$ cat config.mk
export PLATFORM = sky130hd
export DESIGN_NAME = ecc_prime_field_point_unit
export DESIGN_NICKNAME = d
export VERILOG_FILES = /design/src/rtl/ecpfpu_pkg.sv /design/src/rtl/ecpfpu_alu.sv /design/src/rtl/ecc_prime_field_point_unit.sv
export SDC_FILE = /design/constraint.sdc
export NUM_CORES = 1
export LEC_CHECK = 0
export BUFFER_PORTS_ARGS = -buffer_cell sky130_fd_sc_hd__buf_2
export CORE_MARGIN = 8
export CORE_UTILIZATION = 33
export DETAILED_ROUTE_END_ITERATION = 7
export PLACE_DENSITY = 0.52
export SYNTH_ARGS = -nofsm -noshare
export SYNTH_HDL_FRONTEND = slang
export SYNTH_SLANG_ARGS = --single-unit
$ cat constraint.sdc
create_clock -name clock -period 6.8 [get_ports clock]
set_input_delay 0.34 -clock clock [delete_from_list [all_inputs] [get_ports clock]]
set_output_delay 0.34 -clock clock [all_outputs]
set_load 0.01 [all_outputs]
$ cat src/rtl/ecpfpu_pkg.sv
// Shared types and constants of the prime field elliptic curve point unit.
// Used by ecpfpu_alu and ecc_prime_field_point_unit; depends on nothing.
package ecpfpu_pkg;

   typedef enum logic [1:0] {
      FUNC_ADD   = 2'd0,
      FUNC_DBL   = 2'd1,
      FUNC_MUL   = 2'd2,
      FUNC_CHECK = 2'd3
   } func_type;

   typedef enum logic [1:0] {
      ALU_ADD,
      ALU_SUB,
      ALU_MUL,
      ALU_DIV
   } alu_op_type;

   typedef struct packed {
      logic       start;
      alu_op_type op;
   } alu_ctl_type;

   localparam logic [1:0] CSR_MODULUS = 2'd0;
   localparam logic [1:0] CSR_COEF_A  = 2'd1;
   localparam logic [1:0] CSR_COEF_B  = 2'd2;

   localparam int RESET_MODULUS = 17;
   localparam int RESET_COEF_A  = 1;
   localparam int RESET_COEF_B  = 6;

   typedef enum logic [5:0] {
      ST_IDLE,
      ST_RED_X1, ST_RED_Y1, ST_RED_X2, ST_RED_Y2, ST_RED_A, ST_RED_B,
      ST_DISPATCH,
      ST_ADD_START, ST_ADD_SUM, ST_ADD_T1, ST_ADD_T2,
      ST_INV_TEST, ST_INV_DIV, ST_INV_MUL, ST_INV_SUB,
      ST_ADD_LAM, ST_ADD_SQ, ST_ADD_X1, ST_ADD_X2, ST_ADD_Y1, ST_ADD_Y2, ST_ADD_Y3,
      ST_DBL_START, ST_DBL_SQ, ST_DBL_N1, ST_DBL_N2, ST_DBL_N3, ST_DBL_DEN,
      ST_DBL_LAM, ST_DBL_L2, ST_DBL_X1, ST_DBL_X2, ST_DBL_Y1, ST_DBL_Y2, ST_DBL_Y3,
      ST_MUL_TEST,
      ST_CHK_START, ST_CHK_L, ST_CHK_X2, ST_CHK_X3, ST_CHK_AX, ST_CHK_S1, ST_CHK_S2,
      ST_FINISH
   } state_type;

endpackage

$ cat src/rtl/ecpfpu_alu.sv
// Shared modular arithmetic unit: add and subtract finish in the cycle after start,
// multiply and integer divide one bit per cycle. Depends on ecpfpu_pkg.
module ecpfpu_alu #(
   parameter int W = 16
) (
   input  logic                     clock,
   input  logic                     reset,
   input  ecpfpu_pkg::alu_ctl_type  ctl,
   input  logic [W-1:0]             opa,
   input  logic [W-1:0]             opb,
   input  logic [W-1:0]             modulus,
   output logic                     done,
   output logic [W-1:0]             res,
   output logic [W-1:0]             quo
);
   import ecpfpu_pkg::*;

   localparam int CW = $clog2(W + 1);

   alu_op_type     op_ff, op_in;
   logic [W-1:0]   a_ff, a_in;
   logic [W-1:0]   b_ff, b_in;
   logic [W-1:0]   m_ff, m_in;
   logic [W-1:0]   acc_ff, acc_in;
   logic [W-1:0]   sh_ff, sh_in;
   logic [CW-1:0]  cnt_ff, cnt_in;
   logic           run_ff, run_in;
   logic           done_ff, done_in;

   logic [W-1:0]   add_res, sub_res, mul_dbl, mul_next;
   logic [W:0]     sub_d, div_t, div_rem;
   logic           div_ge;

   function automatic logic [W-1:0] mod_add(input logic [W-1:0] x, input logic [W-1:0] y,
                                            input logic [W-1:0] mm);
      logic [W:0] s;
      s = {1'b0, x} + {1'b0, y};
      if (s >= {1'b0, mm}) begin
         s = s - {1'b0, mm};
      end
      return s[W-1:0];
   endfunction

   always_comb begin
      add_res = mod_add(opa, opb, modulus);
      sub_d = {1'b0, opa} - {1'b0, opb};
      if (opa < opb) begin
         sub_d = sub_d + {1'b0, modulus};
      end
      sub_res = sub_d[W-1:0];
      mul_dbl = mod_add(acc_ff, acc_ff, m_ff);
      mul_next = sh_ff[W-1] ? mod_add(mul_dbl, a_ff, m_ff) : mul_dbl;
      div_t = {acc_ff, sh_ff[W-1]};
      div_ge = (div_t >= {1'b0, b_ff});
      div_rem = div_ge ? (div_t - {1'b0, b_ff}) : div_t;
   end

   always_comb begin
      op_in = op_ff;
      a_in = a_ff;
      b_in = b_ff;
      m_in = m_ff;
      acc_in = acc_ff;
      sh_in = sh_ff;
      cnt_in = cnt_ff;
      run_in = run_ff;
      done_in = 1'b0;
      if (ctl.start && !run_ff) begin
         op_in = ctl.op;
         a_in = opa;
         b_in = opb;
         m_in = modulus;
         cnt_in = CW'(W);
         unique case (ctl.op)
            ALU_ADD: begin
               acc_in = add_res;
               done_in = 1'b1;
            end
            ALU_SUB: begin
               acc_in = sub_res;
               done_in = 1'b1;
            end
            ALU_MUL: begin
               acc_in = '0;
               sh_in = opb;
               run_in = 1'b1;
            end
            ALU_DIV: begin
               acc_in = '0;
               sh_in = opa;
               run_in = 1'b1;
            end
         endcase
      end else if (run_ff) begin
         cnt_in = cnt_ff - CW'(1);
         if (op_ff == ALU_MUL) begin
            acc_in = mul_next;
            sh_in = sh_ff << 1;
         end else begin
            acc_in = div_rem[W-1:0];
            sh_in = {sh_ff[W-2:0], div_ge};
         end
         if (cnt_ff == CW'(1)) begin
            run_in = 1'b0;
            done_in = 1'b1;
         end
      end
   end

   always_ff @(posedge clock) begin
      if (reset) begin
         run_ff <= 1'b0;
         done_ff <= 1'b0;
      end else begin
         run_ff <= run_in;
         done_ff <= done_in;
      end
      op_ff <= op_in;
      a_ff <= a_in;
      b_ff <= b_in;
      m_ff <= m_in;
      acc_ff <= acc_in;
      sh_ff <= sh_in;
      cnt_ff <= cnt_in;
   end

   assign done = done_ff;
   assign res = acc_ff;
   assign quo = sh_ff;

endmodule

$ cat src/rtl/ecc_prime_field_point_unit.sv
// Affine point unit for y^2 = x^3 + a*x + b over a prime field: top level.
// Depends on ecpfpu_pkg and ecpfpu_alu.
//
// A command word is taken on a rising edge where start is high and busy is
// low; busy then stays high until the result has been formed. The command
// selects point addition, point doubling, double-and-add scalar
// multiplication of the first point, or an on-curve check of the first point.
// The result word appears on the rsp_ ports, marked by rsp_strobe for exactly one
// cycle, in the first cycle in which busy is low again; the receiver
// cannot stall it, and the next command may be taken in that same cycle.
// The csr_ channel writes the modulus and the two curve coefficients; it is
// always ready, and writes belong in periods when busy is low.
// All arithmetic goes through the single shared arithmetic unit, in which
// multiply and divide work bit-serially. Every command first reduces its six
// operands (both points and both coefficients) with integer divides by the
// modulus. An inversion runs extended Euclid steps, each a divide, a multiply
// and a subtract. An add or a double runs at most one inversion; a scalar
// multiply runs up to 2*SCALAR_BITS adds and doubles. The on-curve check
// needs no inversion.
// Synchronous reset returns the sequencer to idle, drops the strobe and
// loads the modulus 17 and coefficients 1 and 6.
module ecc_prime_field_point_unit #(
   parameter int FIELD_BITS  = 16,
   parameter int SCALAR_BITS = 16
) (
   input  logic                    clock,
   input  logic                    reset,
   input  logic                    start,
   output logic                    busy,
   input  logic [1:0]              req_func,
   input  logic [FIELD_BITS-1:0]   req_x_one,
   input  logic [FIELD_BITS-1:0]   req_y_one,
   input  logic                    req_inf_one,
   input  logic [FIELD_BITS-1:0]   req_x_two,
   input  logic [FIELD_BITS-1:0]   req_y_two,
   input  logic                    req_inf_two,
   input  logic [SCALAR_BITS-1:0]  req_scalar,
   output logic                    rsp_strobe,
   output logic [FIELD_BITS-1:0]   rsp_res_x,
   output logic [FIELD_BITS-1:0]   rsp_res_y,
   output logic                    rsp_res_inf,
   output logic                    rsp_on_curve,
   input  logic                    csr_valid,
   output logic                    csr_ready,
   input  logic [1:0]              csr_index,
   input  logic [FIELD_BITS-1:0]   csr_wdata
);
   import ecpfpu_pkg::*;

   localparam int W = FIELD_BITS;

   state_type               state_ff, state_in;
   logic                    issued_ff, issued_in;
   func_type                func_ff, func_in;
   logic [SCALAR_BITS-1:0]  k_ff, k_in;
   logic [W-1:0]            ax_ff, ax_in, ay_ff, ay_in, bx_ff, bx_in, by_ff, by_in;
   logic                    ainf_ff, ainf_in, binf_ff, binf_in;
   logic [W-1:0]            ca_ff, ca_in, cb_ff, cb_in;
   logic [W-1:0]            t1_ff, t1_in, t2_ff, t2_in, lam_ff, lam_in;
   logic [W-1:0]            u_ff, u_in, v_ff, v_in, c0_ff, c0_in, c1_ff, c1_in;
   logic [W-1:0]            qd_ff, qd_in;
   logic                    inv_dbl_ff, inv_dbl_in;
   logic                    dbl_to_a_ff, dbl_to_a_in;
   logic                    chk_ff, chk_in;
   logic [W-1:0]            mod_ff, mod_in, coa_ff, coa_in, cob_ff, cob_in;
   logic                    strobe_ff, strobe_in;
   logic [W-1:0]            rx_ff, rx_in, ry_ff, ry_in;
   logic                    rinf_ff, rinf_in, rchk_ff, rchk_in;

   alu_ctl_type             alu_ctl;
   alu_op_type              alu_op;
   logic                    alu_state;
   logic [W-1:0]            alu_a, alu_b, alu_res, alu_quo;
   logic                    alu_done;
   logic                    mod_small;
   logic [W-1:0]            red_val;
   state_type               after_add, after_dbl;

   ecpfpu_alu #(
      .W (W)
   ) u_alu (
      .clock   (clock),
      .reset   (reset),
      .ctl     (alu_ctl),
      .opa     (alu_a),
      .opb     (alu_b),
      .modulus (mod_ff),
      .done    (alu_done),
      .res     (alu_res),
      .quo     (alu_quo)
   );

   assign alu_ctl = {alu_state && !issued_ff, alu_op};
   assign mod_small = (mod_ff < W'(2));
   assign red_val = mod_small ? '0 : alu_res;
   assign busy = (state_ff != ST_IDLE);
   assign csr_ready = 1'b1;

   always_comb begin
      mod_in = mod_ff;
      coa_in = coa_ff;
      cob_in = cob_ff;
      if (csr_valid && csr_ready) begin
         unique case (csr_index)
            CSR_MODULUS: mod_in = csr_wdata;
            CSR_COEF_A:  coa_in = csr_wdata;
            CSR_COEF_B:  cob_in = csr_wdata;
            default:     mod_in = mod_ff;
         endcase
      end
   end

   always_comb begin
      after_add = (func_ff == FUNC_MUL) ? ST_DBL_START : ST_FINISH;
      if (dbl_to_a_ff) begin
         after_dbl = after_add;
      end else begin
         after_dbl = (func_ff == FUNC_MUL) ? ST_MUL_TEST : ST_FINISH;
      end
   end

   always_comb begin
      state_in = state_ff;
      func_in = func_ff;
      k_in = k_ff;
      ax_in = ax_ff;
      ay_in = ay_ff;
      bx_in = bx_ff;
      by_in = by_ff;
      ainf_in = ainf_ff;
      binf_in = binf_ff;
      ca_in = ca_ff;
      cb_in = cb_ff;
      t1_in = t1_ff;
      t2_in = t2_ff;
      lam_in = lam_ff;
      u_in = u_ff;
      v_in = v_ff;
      c0_in = c0_ff;
      c1_in = c1_ff;
      qd_in = qd_ff;
      inv_dbl_in = inv_dbl_ff;
      dbl_to_a_in = dbl_to_a_ff;
      chk_in = chk_ff;
      strobe_in = 1'b0;
      rx_in = rx_ff;
      ry_in = ry_ff;
      rinf_in = rinf_ff;
      rchk_in = rchk_ff;
      alu_state = 1'b0;
      alu_op = ALU_ADD;
      alu_a = '0;
      alu_b = '0;

      unique case (state_ff)
         ST_IDLE: begin
            if (start) begin
               func_in = func_type'(req_func);
               ax_in = req_x_one;
               ay_in = req_y_one;
               ainf_in = req_inf_one;
               bx_in = req_x_two;
               by_in = req_y_two;
               binf_in = req_inf_two;
               k_in = req_scalar;
               chk_in = 1'b0;
               dbl_to_a_in = 1'b0;
               state_in = ST_RED_X1;
            end
         end
         ST_RED_X1: begin
            alu_state = 1'b1;
            alu_op = ALU_DIV;
            alu_a = ax_ff;
            alu_b = mod_ff;
            if (alu_done) begin
               ax_in = red_val;
               state_in = ST_RED_Y1;
            end
         end
         ST_RED_Y1: begin
            alu_state = 1'b1;
            alu_op = ALU_DIV;
            alu_a = ay_ff;
            alu_b = mod_ff;
            if (alu_done) begin
               ay_in = red_val;
               state_in = ST_RED_X2;
            end
         end
         ST_RED_X2: begin
            alu_state = 1'b1;
            alu_op = ALU_DIV;
            alu_a = bx_ff;
            alu_b = mod_ff;
            if (alu_done) begin
               bx_in = red_val;
               state_in = ST_RED_Y2;
            end
         end
         ST_RED_Y2: begin
            alu_state = 1'b1;
            alu_op = ALU_DIV;
            alu_a = by_ff;
            alu_b = mod_ff;
            if (alu_done) begin
               by_in = red_val;
               state_in = ST_RED_A;
            end
         end
         ST_RED_A: begin
            alu_state = 1'b1;
            alu_op = ALU_DIV;
            alu_a = coa_ff;
            alu_b = mod_ff;
            if (alu_done) begin
               ca_in = red_val;
               state_in = ST_RED_B;
            end
         end
         ST_RED_B: begin
            alu_state = 1'b1;
            alu_op = ALU_DIV;
            alu_a = cob_ff;
            alu_b = mod_ff;
            if (alu_done) begin
               cb_in = red_val;
               state_in = ST_DISPATCH;
            end
         end
         ST_DISPATCH: begin
            if (func_ff != FUNC_ADD) begin
               bx_in = ax_ff;
               by_in = ay_ff;
               binf_in = ainf_ff;
               ainf_in = 1'b1;
            end
            unique case (func_ff)
               FUNC_ADD:   state_in = ST_ADD_START;
               FUNC_DBL:   state_in = ST_DBL_START;
               FUNC_MUL:   state_in = ST_MUL_TEST;
               FUNC_CHECK: state_in = ST_CHK_START;
            endcase
         end
         ST_MUL_TEST: begin
            if (k_ff == '0) begin
               state_in = ST_FINISH;
            end else if (k_ff[0]) begin
               state_in = ST_ADD_START;
            end else begin
               state_in = ST_DBL_START;
            end
         end
         ST_ADD_START: begin
            if (ainf_ff) begin
               ax_in = bx_ff;
               ay_in = by_ff;
               ainf_in = binf_ff;
               state_in = after_add;
            end else if (binf_ff) begin
               state_in = after_add;
            end else begin
               state_in = ST_ADD_SUM;
            end
         end
         ST_ADD_SUM: begin
            alu_state = 1'b1;
            alu_op = ALU_ADD;
            alu_a = ay_ff;
            alu_b = by_ff;
            if (alu_done) begin
               if (ax_ff == bx_ff && alu_res == '0) begin
                  ainf_in = 1'b1;
                  state_in = after_add;
               end else if (ax_ff == bx_ff && ay_ff == by_ff) begin
                  dbl_to_a_in = 1'b1;
                  state_in = ST_DBL_START;
               end else begin
                  state_in = ST_ADD_T1;
               end
            end
         end
         ST_ADD_T1: begin
            alu_state = 1'b1;
            alu_op = ALU_SUB;
            alu_a = by_ff;
            alu_b = ay_ff;
            if (alu_done) begin
               t1_in = alu_res;
               state_in = ST_ADD_T2;
            end
         end
         ST_ADD_T2: begin
            alu_state = 1'b1;
            alu_op = ALU_SUB;
            alu_a = bx_ff;
            alu_b = ax_ff;
            if (alu_done) begin
               u_in = alu_res;
               v_in = mod_ff;
               c0_in = '0;
               c1_in = W'(1);
               inv_dbl_in = 1'b0;
               state_in = ST_INV_TEST;
            end
         end
         ST_INV_TEST: begin
            if (u_ff > W'(1) && v_ff != '0) begin
               state_in = ST_INV_DIV;
            end else begin
               state_in = inv_dbl_ff ? ST_DBL_LAM : ST_ADD_LAM;
            end
         end
         ST_INV_DIV: begin
            alu_state = 1'b1;
            alu_op = ALU_DIV;
            alu_a = u_ff;
            alu_b = v_ff;
            if (alu_done) begin
               qd_in = alu_quo;
               u_in = v_ff;
               v_in = alu_res;
               state_in = ST_INV_MUL;
            end
         end
         ST_INV_MUL: begin
            alu_state = 1'b1;
            alu_op = ALU_MUL;
            alu_a = qd_ff;
            alu_b = c0_ff;
            if (alu_done) begin
               qd_in = alu_res;
               state_in = ST_INV_SUB;
            end
         end
         ST_INV_SUB: begin
            alu_state = 1'b1;
            alu_op = ALU_SUB;
            alu_a = c1_ff;
            alu_b = qd_ff;
            if (alu_done) begin
               c0_in = alu_res;
               c1_in = c0_ff;
               state_in = ST_INV_TEST;
            end
         end
         ST_ADD_LAM: begin
            alu_state = 1'b1;
            alu_op = ALU_MUL;
            alu_a = t1_ff;
            alu_b = c1_ff;
            if (alu_done) begin
               lam_in = alu_res;
               state_in = ST_ADD_SQ;
            end
         end
         ST_ADD_SQ: begin
            alu_state = 1'b1;
            alu_op = ALU_MUL;
            alu_a = lam_ff;
            alu_b = lam_ff;
            if (alu_done) begin
               t1_in = alu_res;
               state_in = ST_ADD_X1;
            end
         end
         ST_ADD_X1: begin
            alu_state = 1'b1;
            alu_op = ALU_SUB;
            alu_a = t1_ff;
            alu_b = ax_ff;
            if (alu_done) begin
               t1_in = alu_res;
               state_in = ST_ADD_X2;
            end
         end
         ST_ADD_X2: begin
            alu_state = 1'b1;
            alu_op = ALU_SUB;
            alu_a = t1_ff;
            alu_b = bx_ff;
            if (alu_done) begin
               t1_in = alu_res;
               state_in = ST_ADD_Y1;
            end
         end
         ST_ADD_Y1: begin
            alu_state = 1'b1;
            alu_op = ALU_SUB;
            alu_a = ax_ff;
            alu_b = t1_ff;
            if (alu_done) begin
               t2_in = alu_res;
               state_in = ST_ADD_Y2;
            end
         end
         ST_ADD_Y2: begin
            alu_state = 1'b1;
            alu_op = ALU_MUL;
            alu_a = lam_ff;
            alu_b = t2_ff;
            if (alu_done) begin
               t2_in = alu_res;
               state_in = ST_ADD_Y3;
            end
         end
         ST_ADD_Y3: begin
            alu_state = 1'b1;
            alu_op = ALU_SUB;
            alu_a = t2_ff;
            alu_b = ay_ff;
            if (alu_done) begin
               ay_in = alu_res;
               ax_in = t1_ff;
               ainf_in = 1'b0;
               state_in = after_add;
            end
         end
         ST_DBL_START: begin
            if (binf_ff || by_ff == '0) begin
               if (dbl_to_a_ff) begin
                  ainf_in = 1'b1;
               end else begin
                  binf_in = 1'b1;
                  if (func_ff == FUNC_MUL) begin
                     k_in = k_ff >> 1;
                  end
               end
               dbl_to_a_in = 1'b0;
               state_in = after_dbl;
            end else begin
               state_in = ST_DBL_SQ;
            end
         end
         ST_DBL_SQ: begin
            alu_state = 1'b1;
            alu_op = ALU_MUL;
            alu_a = bx_ff;
            alu_b = bx_ff;
            if (alu_done) begin
               t1_in = alu_res;
               state_in = ST_DBL_N1;
            end
         end
         ST_DBL_N1: begin
            alu_state = 1'b1;
            alu_op = ALU_ADD;
            alu_a = t1_ff;
            alu_b = t1_ff;
            if (alu_done) begin
               t2_in = alu_res;
               state_in = ST_DBL_N2;
            end
         end
         ST_DBL_N2: begin
            alu_state = 1'b1;
            alu_op = ALU_ADD;
            alu_a = t2_ff;
            alu_b = t1_ff;
            if (alu_done) begin
               t2_in = alu_res;
               state_in = ST_DBL_N3;
            end
         end
         ST_DBL_N3: begin
            alu_state = 1'b1;
            alu_op = ALU_ADD;
            alu_a = t2_ff;
            alu_b = ca_ff;
            if (alu_done) begin
               t2_in = alu_res;
               state_in = ST_DBL_DEN;
            end
         end
         ST_DBL_DEN: begin
            alu_state = 1'b1;
            alu_op = ALU_ADD;
            alu_a = by_ff;
            alu_b = by_ff;
            if (alu_done) begin
               u_in = alu_res;
               v_in = mod_ff;
               c0_in = '0;
               c1_in = W'(1);
               inv_dbl_in = 1'b1;
               state_in = ST_INV_TEST;
            end
         end
         ST_DBL_LAM: begin
            alu_state = 1'b1;
            alu_op = ALU_MUL;
            alu_a = t2_ff;
            alu_b = c1_ff;
            if (alu_done) begin
               lam_in = alu_res;
               state_in = ST_DBL_L2;
            end
         end
         ST_DBL_L2: begin
            alu_state = 1'b1;
            alu_op = ALU_MUL;
            alu_a = lam_ff;
            alu_b = lam_ff;
            if (alu_done) begin
               t1_in = alu_res;
               state_in = ST_DBL_X1;
            end
         end
         ST_DBL_X1: begin
            alu_state = 1'b1;
            alu_op = ALU_SUB;
            alu_a = t1_ff;
            alu_b = bx_ff;
            if (alu_done) begin
               t1_in = alu_res;
               state_in = ST_DBL_X2;
            end
         end
         ST_DBL_X2: begin
            alu_state = 1'b1;
            alu_op = ALU_SUB;
            alu_a = t1_ff;
            alu_b = bx_ff;
            if (alu_done) begin
               t1_in = alu_res;
               state_in = ST_DBL_Y1;
            end
         end
         ST_DBL_Y1: begin
            alu_state = 1'b1;
            alu_op = ALU_SUB;
            alu_a = bx_ff;
            alu_b = t1_ff;
            if (alu_done) begin
               t2_in = alu_res;
               state_in = ST_DBL_Y2;
            end
         end
         ST_DBL_Y2: begin
            alu_state = 1'b1;
            alu_op = ALU_MUL;
            alu_a = lam_ff;
            alu_b = t2_ff;
            if (alu_done) begin
               t2_in = alu_res;
               state_in = ST_DBL_Y3;
            end
         end
         ST_DBL_Y3: begin
            alu_state = 1'b1;
            alu_op = ALU_SUB;
            alu_a = t2_ff;
            alu_b = by_ff;
            if (alu_done) begin
               if (dbl_to_a_ff) begin
                  ax_in = t1_ff;
                  ay_in = alu_res;
                  ainf_in = 1'b0;
               end else begin
                  bx_in = t1_ff;
                  by_in = alu_res;
                  binf_in = 1'b0;
                  if (func_ff == FUNC_MUL) begin
                     k_in = k_ff >> 1;
                  end
               end
               dbl_to_a_in = 1'b0;
               state_in = after_dbl;
            end
         end
         ST_CHK_START: begin
            if (binf_ff) begin
               chk_in = 1'b1;
               state_in = ST_FINISH;
            end else begin
               state_in = ST_CHK_L;
            end
         end
         ST_CHK_L: begin
            alu_state = 1'b1;
            alu_op = ALU_MUL;
            alu_a = by_ff;
            alu_b = by_ff;
            if (alu_done) begin
               lam_in = alu_res;
               state_in = ST_CHK_X2;
            end
         end
         ST_CHK_X2: begin
            alu_state = 1'b1;
            alu_op = ALU_MUL;
            alu_a = bx_ff;
            alu_b = bx_ff;
            if (alu_done) begin
               t1_in = alu_res;
               state_in = ST_CHK_X3;
            end
         end
         ST_CHK_X3: begin
            alu_state = 1'b1;
            alu_op = ALU_MUL;
            alu_a = t1_ff;
            alu_b = bx_ff;
            if (alu_done) begin
               t1_in = alu_res;
               state_in = ST_CHK_AX;
            end
         end
         ST_CHK_AX: begin
            alu_state = 1'b1;
            alu_op = ALU_MUL;
            alu_a = ca_ff;
            alu_b = bx_ff;
            if (alu_done) begin
               t2_in = alu_res;
               state_in = ST_CHK_S1;
            end
         end
         ST_CHK_S1: begin
            alu_state = 1'b1;
            alu_op = ALU_ADD;
            alu_a = t1_ff;
            alu_b = t2_ff;
            if (alu_done) begin
               t1_in = alu_res;
               state_in = ST_CHK_S2;
            end
         end
         ST_CHK_S2: begin
            alu_state = 1'b1;
            alu_op = ALU_ADD;
            alu_a = t1_ff;
            alu_b = cb_ff;
            if (alu_done) begin
               chk_in = (alu_res == lam_ff);
               state_in = ST_FINISH;
            end
         end
         ST_FINISH: begin
            strobe_in = 1'b1;
            rchk_in = 1'b0;
            unique case (func_ff)
               FUNC_CHECK: begin
                  rx_in = '0;
                  ry_in = '0;
                  rinf_in = 1'b0;
                  rchk_in = chk_ff;
               end
               FUNC_DBL: begin
                  rx_in = binf_ff ? '0 : bx_ff;
                  ry_in = binf_ff ? '0 : by_ff;
                  rinf_in = binf_ff;
               end
               FUNC_ADD, FUNC_MUL: begin
                  rx_in = ainf_ff ? '0 : ax_ff;
                  ry_in = ainf_ff ? '0 : ay_ff;
                  rinf_in = ainf_ff;
               end
            endcase
            state_in = ST_IDLE;
         end
         default: state_in = ST_IDLE;
      endcase
   end

   always_ff @(posedge clock) begin
      if (reset) begin
         state_ff <= ST_IDLE;
         issued_ff <= 1'b0;
         strobe_ff <= 1'b0;
         mod_ff <= W'(RESET_MODULUS);
         coa_ff <= W'(RESET_COEF_A);
         cob_ff <= W'(RESET_COEF_B);
      end else begin
         state_ff <= state_in;
         issued_ff <= issued_in;
         strobe_ff <= strobe_in;
         mod_ff <= mod_in;
         coa_ff <= coa_in;
         cob_ff <= cob_in;
      end
      func_ff <= func_in;
      k_ff <= k_in;
      ax_ff <= ax_in;
      ay_ff <= ay_in;
      bx_ff <= bx_in;
      by_ff <= by_in;
      ainf_ff <= ainf_in;
      binf_ff <= binf_in;
      ca_ff <= ca_in;
      cb_ff <= cb_in;
      t1_ff <= t1_in;
      t2_ff <= t2_in;
      lam_ff <= lam_in;
      u_ff <= u_in;
      v_ff <= v_in;
      c0_ff <= c0_in;
      c1_ff <= c1_in;
      qd_ff <= qd_in;
      inv_dbl_ff <= inv_dbl_in;
      dbl_to_a_ff <= dbl_to_a_in;
      chk_ff <= chk_in;
      rx_ff <= rx_in;
      ry_ff <= ry_in;
      rinf_ff <= rinf_in;
      rchk_ff <= rchk_in;
   end

   assign issued_in = alu_state && !alu_done;
   assign rsp_strobe = strobe_ff;
   assign rsp_res_x = rx_ff;
   assign rsp_res_y = ry_ff;
   assign rsp_res_inf = rinf_ff;
   assign rsp_on_curve = rchk_ff;

`ifndef SYNTHESIS
   a_strobe_after_finish: assert property (@(posedge clock) disable iff (reset)
      rsp_strobe |-> $past(state_ff == ST_FINISH))
      else $error("result strobe without a finished command");

   a_alu_done_issued: assert property (@(posedge clock) disable iff (reset)
      alu_done |-> issued_ff)
      else $error("arithmetic unit finished without an issued operation");

   a_check_only_func: assert property (@(posedge clock) disable iff (reset)
      rsp_strobe && rsp_on_curve |-> func_ff == FUNC_CHECK)
      else $error("on-curve flag set for a point operation");

   a_inf_zero_coords: assert property (@(posedge clock) disable iff (reset)
      rsp_strobe && rsp_res_inf |-> rsp_res_x == '0 && rsp_res_y == '0)
      else $error("point at infinity carries nonzero coordinates");
`endif

endmodule

# Word-level counts from Yosys, hierarchy flattened

Index checks and enable logic that the tools add are counted.

Register bits after elaboration: 426
Input bits: 106
Output and inout port bits: 37

Add/sub/neg operators: 10
Magnitude comparators: 7
Equality and inequality tests: 110
Mux-type cells: 155
Reduce and logical (&&, ||, !) cells: 86

Operators by type and width:

| operator             | count |
|---|---|
| $mux W16             | 46 |
| $mux W6              | 43 |
| $pmux W6 S42         | 1 |
| $pmux W16 S14        | 1 |
| $pmux W16 S13        | 1 |
| $pmux W16 S2         | 6 |
| $pmux W16 S3         | 4 |
| $pmux W16 S5         | 2 |
| $pmux W16 S4         | 2 |
| $eq A6 B5 Y1 const B | 16 |
| $sub A16 B16 Y16     | 5 |
| $eq A6 B6 Y1 const B | 13 |
| $ne A2 B1 Y1 const B | 39 |
| $ge A17 B16 Y1       | 4 |
| $add A16 B16 Y17     | 3 |
| $eq A16 B16 Y1       | 3 |
| $eq A6 B4 Y1 const B | 8 |
| $logic_not A16 Y1    | 3 |
| $reduce_or A37 Y1    | 1 |
| $reduce_and A36 Y1   | 1 |
| $mux W1              | 35 |
| $reduce_and A7 Y1    | 4 |
| $ne A2 B2 Y1 const B | 13 |
| $eq A6 B3 Y1 const B | 4 |
| other kinds (46)     | 110 |

# Logic depth before layout (Yosys ltp)

Depth in word-level cells: 10
Mapped depth: 32
Depth with buffers taken out: 29

# Modules after synthesis

Synthesis repeated with hierarchy kept, for this count alone.

Cells, all modules: 2927
Area total of the unflattened synthesis: 28910.2 um^2

By module, submodules not included:

| module                     | instances | cells each | area each (um^2) | sequential area each (um^2) |
|---|---|---|---|---|
| ecc_prime_field_point_unit | 1         | 1710       | 18391.4          | 9559.2 |
| ecpfpu_alu                 | 1         | 1217       | 10518.8          | 2602.5 |

# Worst setup path before layout

Ideal clock, no wire load.

Kind: flip-flop to flip-flop
From: register u_alu.acc_ff[7], in the netlist u_alu.res[7]
To: register u_alu.acc_ff[7], in the netlist u_alu.res[7], data pin
Arrival: 6.625 ns
Setup slack: 0.017 ns
Cell stages (with the launch flop): 29
Path buffers: 2
Period minus slack after synthesis: 6.783 ns
Cell sequence: edfxtp_1 -> ha_1 -> a211o_1 -> a211oi_1 -> a211oi_1 -> o211ai_2 -> nand2_1 -> o21ai_0 -> inv_1 -> fa_1 -> nand3b_1 -> a31oi_1 -> nor3_1 -> o31a_1 -> o31ai_1 -> a21oi_1 -> xnor2_1 -> ha_1 -> a21o_1 -> a211oi_1 -> nand3_1 -> a2111oi_0 -> or2_2 -> buf_2 -> nand3_2 -> buf_6 -> mux2i_1 -> a2111o_1 -> o211ai_1

Word-level cells in the longest chain between the ends: 10

RTL lines:

| item                                                      | RTL line                           | source |
|---|---|---|
| start, declared                                           | ecpfpu_alu.sv:24                   | `logic [W-1:0] acc_ff, acc_in;` |
| start signal, assigned                                    | ecpfpu_alu.sv:122                  | `acc_ff <= acc_in;` |
| $add A16 B16 Y17                                          | ecpfpu_alu.sv:37                   | `s = {1'b0, x} + {1'b0, y};` |
| $sub A16 B16 Y16 / $ge A17 B16 Y1 (equally long branches) | ecpfpu_alu.sv:39, ecpfpu_alu.sv:38 |  |
| $mux W16                                                  | ecpfpu_alu.sv:38                   | `if (s >= {1'b0, mm}) begin` |
| $add A16 B16 Y17                                          | ecpfpu_alu.sv:37                   |  |
| $sub A16 B16 Y16 / $ge A17 B16 Y1 (equally long branches) | ecpfpu_alu.sv:39, ecpfpu_alu.sv:38 |  |
| $mux W16                                                  | ecpfpu_alu.sv:38                   |  |
| $mux W16                                                  | ecpfpu_alu.sv:52                   | `mul_next = sh_ff[W-1] ? mod_add(mul_dbl, a_ff, m_ff) : mul_dbl;` |
| $mux W16 (*)                                              | ecpfpu_alu.sv:96                   | `if (op_ff == ALU_MUL) begin` |
| $mux W16 (*)                                              | ecpfpu_alu.sv:94                   | `end else if (run_ff) begin` |
| $mux W16 (*)                                              | ecpfpu_alu.sv:68                   | `if (ctl.start && !run_ff) begin` |
| named net u_alu.acc_in[7]                                 | ecpfpu_alu.sv:24                   |  |

Mark *: on every way through the listed nets, which the timed path passes. The rest lies on a longest branch. The select of a mux whose other input is x is not followed.
A chain may end at the register's enable or synchronous reset.

# Worst setup path after layout

From: register state_ff[0]
To: register u_alu.acc_ff[4], in the netlist u_alu.res[4], data pin

Word-level cells in the longest chain between the ends: 8

RTL lines:

| item                                                        | RTL line                           | source |
|---|---|---|
| start, declared                                             | ecc_prime_field_point_unit.sv:52   | `state_type state_ff, state_in;` |
| start signal, assigned                                      | ecc_prime_field_point_unit.sv:675  | `state_ff <= state_in;` |
| $eq A6 B6 Y1 (tied with other cells)                        | ecc_prime_field_point_unit.sv:155  | `unique case (state_ff)` |
| $reduce_or A7 Y1 (no line) (tied with other cells)          | n/a                                |  |
| $pmux W16 S14 (*)                                           | ecc_prime_field_point_unit.sv:155  |  |
| named net alu_b[2]                                          | ecc_prime_field_point_unit.sv:73   | `logic [W-1:0] alu_a, alu_b, alu_res, alu_quo;` |
| $sub A16 B16 Y16 / $add A16 B16 Y17 (equally long branches) | ecpfpu_alu.sv:46, ecpfpu_alu.sv:37 |  |
| $add A16 B16 Y16 (tied with other cells)                    | ecpfpu_alu.sv:48                   | `sub_d = sub_d + {1'b0, modulus};` |
| $mux W16 (on tied branches)                                 | ecpfpu_alu.sv:47, ecpfpu_alu.sv:38 |  |
| $pmux W16 S3 (*)                                            | ecpfpu_alu.sv:74                   | `unique case (ctl.op)` |
| $mux W16 (*)                                                | ecpfpu_alu.sv:68                   |  |
| named net u_alu.acc_in[4]                                   | ecpfpu_alu.sv:24                   |  |

Mark *: on every way through the listed nets, which the timed path passes. The rest lies on a longest branch.

==> impl_metrics.xml <==
<?xml version="1.0" encoding="UTF-8"?>
<metrics>
  <group name="setup_path">
    <metric name="critPathRequiredTime" unit="ns">7.15</metric>
    <metric name="crit_path_start_kind" unit="">flip-flop</metric>
    <metric name="cpMaxStageDelayCell" unit="">sky130_fd_sc_hd__o41a_1</metric>
    <metric name="path_max_fanout" unit="">10</metric>
    <metric name="setup.worst_path.end_class" unit="">flip-flop</metric>
    <metric name="worstSetupPathType" unit="">reg2reg</metric>
    <metric name="crit_path_frequent_cell" unit="">sky130_fd_sc_hd__a21o_1</metric>
    <metric name="crit_path_max_incr_delay" unit="ns">0.40</metric>
    <metric name="worstPathArrival" unit="ns">6.93</metric>
  </group>
  <group name="clocking">
    <metric name="clock_tree.htree_level_count" unit="">2</metric>
    <metric name="tritoncts_num_sinks" unit="">426</metric>
    <metric name="clockRootBuffer" unit="">sky130_fd_sc_hd__clkbuf_16</metric>
    <metric name="cts_made_buffers" unit="">49</metric>
    <metric name="insertion_delay" unit="ns">0.61</metric>
    <metric name="clock_tree.buffer_depth" unit="">3</metric>
    <metric name="clk_pin_slew" unit="ns">0.06</metric>
    <metric name="cts_tree" unit="">done</metric>
  </group>
  <group name="logic_synthesis">
    <metric name="synth_largest_area_cell" unit="">sky130_fd_sc_hd__edfxtp_1</metric>
    <metric name="ys_seq_elements" unit="">426</metric>
    <metric name="synth-main-ff-cell" unit="">sky130_fd_sc_hd__edfxtp_1</metric>
    <metric name="synth-edff-count" unit="">363</metric>
    <metric name="netlist-cell-type-count" unit="">93</metric>
    <metric name="postSynth.asyncResetShare" unit="%">0</metric>
    <metric name="netlist_area" unit="um^2">28480</metric>
    <metric name="synthTopCellsByCount" unit="">sky130_fd_sc_hd__edfxtp_1 (363), sky130_fd_sc_hd__nand2_1 (333), sky130_fd_sc_hd__a21oi_1 (184)</metric>
    <metric name="post-synth-top-count-cell" unit="">sky130_fd_sc_hd__edfxtp_1</metric>
    <metric name="syn_inst" unit="">2966</metric>
    <metric name="largest_cells_by_area_after_synthesis" unit="">sky130_fd_sc_hd__edfxtp_1 (38%), sky130_fd_sc_hd__ha_1 (5.7%), sky130_fd_sc_hd__dfxtp_1 (4.4%), sky130_fd_sc_hd__nand2_1 (4.4%), sky130_fd_sc_hd__a222oi_1 (4.2%)</metric>
    <metric name="net_count_after_synthesis" unit="">3210</metric>
    <metric name="post-synth-top-area-fraction" unit="%">38.27</metric>
    <metric name="yosysWarnings" unit="">0</metric>
    <metric name="avg_inst_size_synth" unit="um^2">9.603</metric>
    <metric name="yosysSeqAreaShare" unit="%">42.70</metric>
  </group>
  <group name="status">
    <metric name="outcome" unit="">finished, violations left</metric>
    <metric name="failed_checks" unit="">DRC</metric>
  </group>
  <group name="timing">
    <metric name="fin_skew" unit="ns">0.02334</metric>
    <metric name="timing_worst_slew_pin_value" unit="ns">1.147</metric>
    <metric name="setup_viol_count_final" unit="">0</metric>
    <metric name="fmax" unit="GHz">0.1521</metric>
    <metric name="timing.final.crit_share" unit="%">96.69</metric>
    <metric name="slew_headroom" unit="%">23.20</metric>
    <metric name="min_period" unit="ns">6.575</metric>
    <metric name="final-hold-violation-count" unit="">0</metric>
    <metric name="final-max-slew-violation-count" unit="">0</metric>
  </group>
  <group name="finish">
    <metric name="fillerInstances" unit="">8559</metric>
    <metric name="fin_nets" unit="">3679</metric>
    <metric name="final_core_utilization" unit="%">41.63</metric>
    <metric name="area_growth_syn_to_layout" unit="%">24.85</metric>
    <metric name="final_layout_size_suffix_gt1_share" unit="%">23.08</metric>
    <metric name="stdcell_count" unit="">4621</metric>
  </group>
  <group name="grt">
    <metric name="grt_max_degree" unit="">65</metric>
    <metric name="globalRouteOverflowTotal" unit="">0</metric>
    <metric name="grt_pass1_wl" unit="um">188500</metric>
    <metric name="globalRouteTotalUtil" unit="%">26.54</metric>
    <metric name="initial_antenna_violation_count" unit="">6</metric>
    <metric name="grt_pass1_vias" unit="">26600</metric>
  </group>
  <group name="routing">
    <metric name="detailroute.via_count" unit="">27360</metric>
    <metric name="drt_drc_violations_left" unit="">4</metric>
    <metric name="drtPass1Iterations" unit="">8</metric>
    <metric name="route.final.wire_length" unit="um">131900</metric>
    <metric name="vias_per_cell" unit="">5.921</metric>
    <metric name="detail-route-antenna-nets" unit="">0</metric>
    <metric name="avgRoutedWirePerCell" unit="um">28.55</metric>
    <metric name="detailed_router_s_first_iteration_violation_count" unit="">3814</metric>
  </group>
  <group name="die">
    <metric name="placement_rows" unit="">107</metric>
    <metric name="core_area" unit="um^2">85410</metric>
    <metric name="initial_core_util" unit="%">33.35</metric>
    <metric name="floorplan.die.height" unit="um">309.8</metric>
    <metric name="fp.dieW" unit="um">309.8</metric>
    <metric name="boundaryPins" unit="">143</metric>
    <metric name="die-area" unit="um^2">95970</metric>
  </group>
  <group name="placement">
    <metric name="dpl.cell_count" unit="">4494</metric>
    <metric name="place.port_buffers" unit="">141</metric>
    <metric name="dp_hpwl" unit="um">103800</metric>
    <metric name="routabilityCongestion" unit="">0.9806</metric>
  </group>
  <group name="hold_path">
    <metric name="timing.hold.worst.class" unit="">in2reg</metric>
  </group>
  <group name="flow_run">
    <metric name="drv_cap" unit="">0</metric>
  </group>
</metrics>
## cell families (layout without fill, tap and decap cells)
logic type / Yosys count / count (layout) / share of synthesized area (%)
compound gates: 891 / 891 / 22.74
xor+xnor: 136 / 136 / 4.182
fa+ha+maj: 138 / 138 / 6.273
buf+inv: 345 / 854 / 4.740
flops: 426 / 426 / 42.70
mux: 88 / 88 / 3.286
other cells: 1 / 3 / 0.01317
simple gates: 941 / 941 / 16.06
## critical path, delay by kind of cell, from the launching register on
kind / cells / cell delay (ns)
AO/OA/AOI/OAI: 14 / 3.73
adder cells (fa/ha/maj): 2 / 0.50
buffers and inverters: 2 / 0.29
flip-flops: 1 / 0.37
multiplexers: 2 / 0.61
AND/OR/NAND/NOR: 5 / 0.81
## through the flow
step	hold slack, ns	area [um^2]	setup slack [ns]	TNS [ns]
global placement	0.4434	33300	-0.1278	-0.8130
global route	0.01742	35550	-0.007350	-0.01288
finish	0.02419	35560	0.2250	0
floorplan	0.4359	28480	0.01702	0
detailed placement	0.4467	33300	-0.4036	-4.031
CTS	0.0003609	35210	0.01529	0
## per-layer routing
metal	global-route usage, %	up-vias	part of all wire (%)	wire length (um)
met1	34.12	13300	40	52920
li1	-	12350	-	-
met3	3.551	262	7.9	10440
met5	0	-	0.0076	10
met4	11.93	2	5.4	7059
met2	44.36	1449	47	61510
## final cells by class
class,count,area [um^2],share of cell area [%]
Multi-Input combinational cell,2195,15390,43.28
Sequential cell,426,12170,34.23
Timing Repair Buffer,591,4272,12.01
Tap cell,1144,1431,4.025
Clock buffer,55,1270,3.571
Inverter,172,645.6,1.816
Clock inverter,36,374.1,1.052
Antenna cell,2,5.005,0.01407
## what timing repair did
action	4_1_cts	5_1_grt
hold endpoints to repair	28	0
pin swaps	0	27
resized for setup	16	55
setup buffers	0	15
hold buffers	19	0
setup endpoints to repair	16	16
## worst paths after layout
path         cells past startpoint           end  slack, ns          from
max                             25  u_alu.res[4]       0.22   state_ff[0]
min                              3     coa_ff[1]       0.02  csr_wdata[1]
max reg2reg                     25  u_alu.res[4]       0.22   state_ff[0]
min reg2reg                      2    cob_ff[12]       0.45    cob_ff[12]
## cells in the final DEF, fill, tap and decap left out, types with 24 or more instances in the layout
| master | instances |
|---|---|
| sky130_fd_sc_hd__buf_4 | 417 |
| sky130_fd_sc_hd__edfxtp_1 | 363 |
| sky130_fd_sc_hd__nand2_1 | 332 |
| sky130_fd_sc_hd__a21oi_1 | 181 |
| sky130_fd_sc_hd__nor2_1 | 173 |
| sky130_fd_sc_hd__inv_1 | 169 |
| sky130_fd_sc_hd__buf_2 | 141 |
| sky130_fd_sc_hd__o21ai_0 | 129 |
| sky130_fd_sc_hd__ha_1 | 125 |
| sky130_fd_sc_hd__a222oi_1 | 120 |
| sky130_fd_sc_hd__xnor2_1 | 76 |
| sky130_fd_sc_hd__a22oi_1 | 69 |
| sky130_fd_sc_hd__nand3_1 | 66 |
| sky130_fd_sc_hd__xor2_1 | 59 |
| sky130_fd_sc_hd__dfxtp_1 | 57 |
| sky130_fd_sc_hd__nor3_1 | 51 |
| sky130_fd_sc_hd__clkbuf_16 | 50 |
| sky130_fd_sc_hd__and2_1 | 47 |
| sky130_fd_sc_hd__mux2i_1 | 44 |
| sky130_fd_sc_hd__mux2_2 | 43 |
| sky130_fd_sc_hd__nand4_1 | 40 |
| sky130_fd_sc_hd__nor4_1 | 39 |
| sky130_fd_sc_hd__a22o_1 | 34 |
| sky130_fd_sc_hd__a221o_1 | 34 |
| sky130_fd_sc_hd__nand2b_1 | 32 |
| sky130_fd_sc_hd__nor2b_1 | 29 |
| sky130_fd_sc_hd__a21o_1 | 29 |
| sky130_fd_sc_hd__and3_1 | 28 |
| sky130_fd_sc_hd__a31oi_1 | 26 |
| sky130_fd_sc_hd__a211oi_1 | 25 |
| sky130_fd_sc_hd__o21bai_1 | 24 |
Power is left out: the tool's default activity adds up to more than one toggle a clock period on the data nets, which glitch-free logic cannot reach.
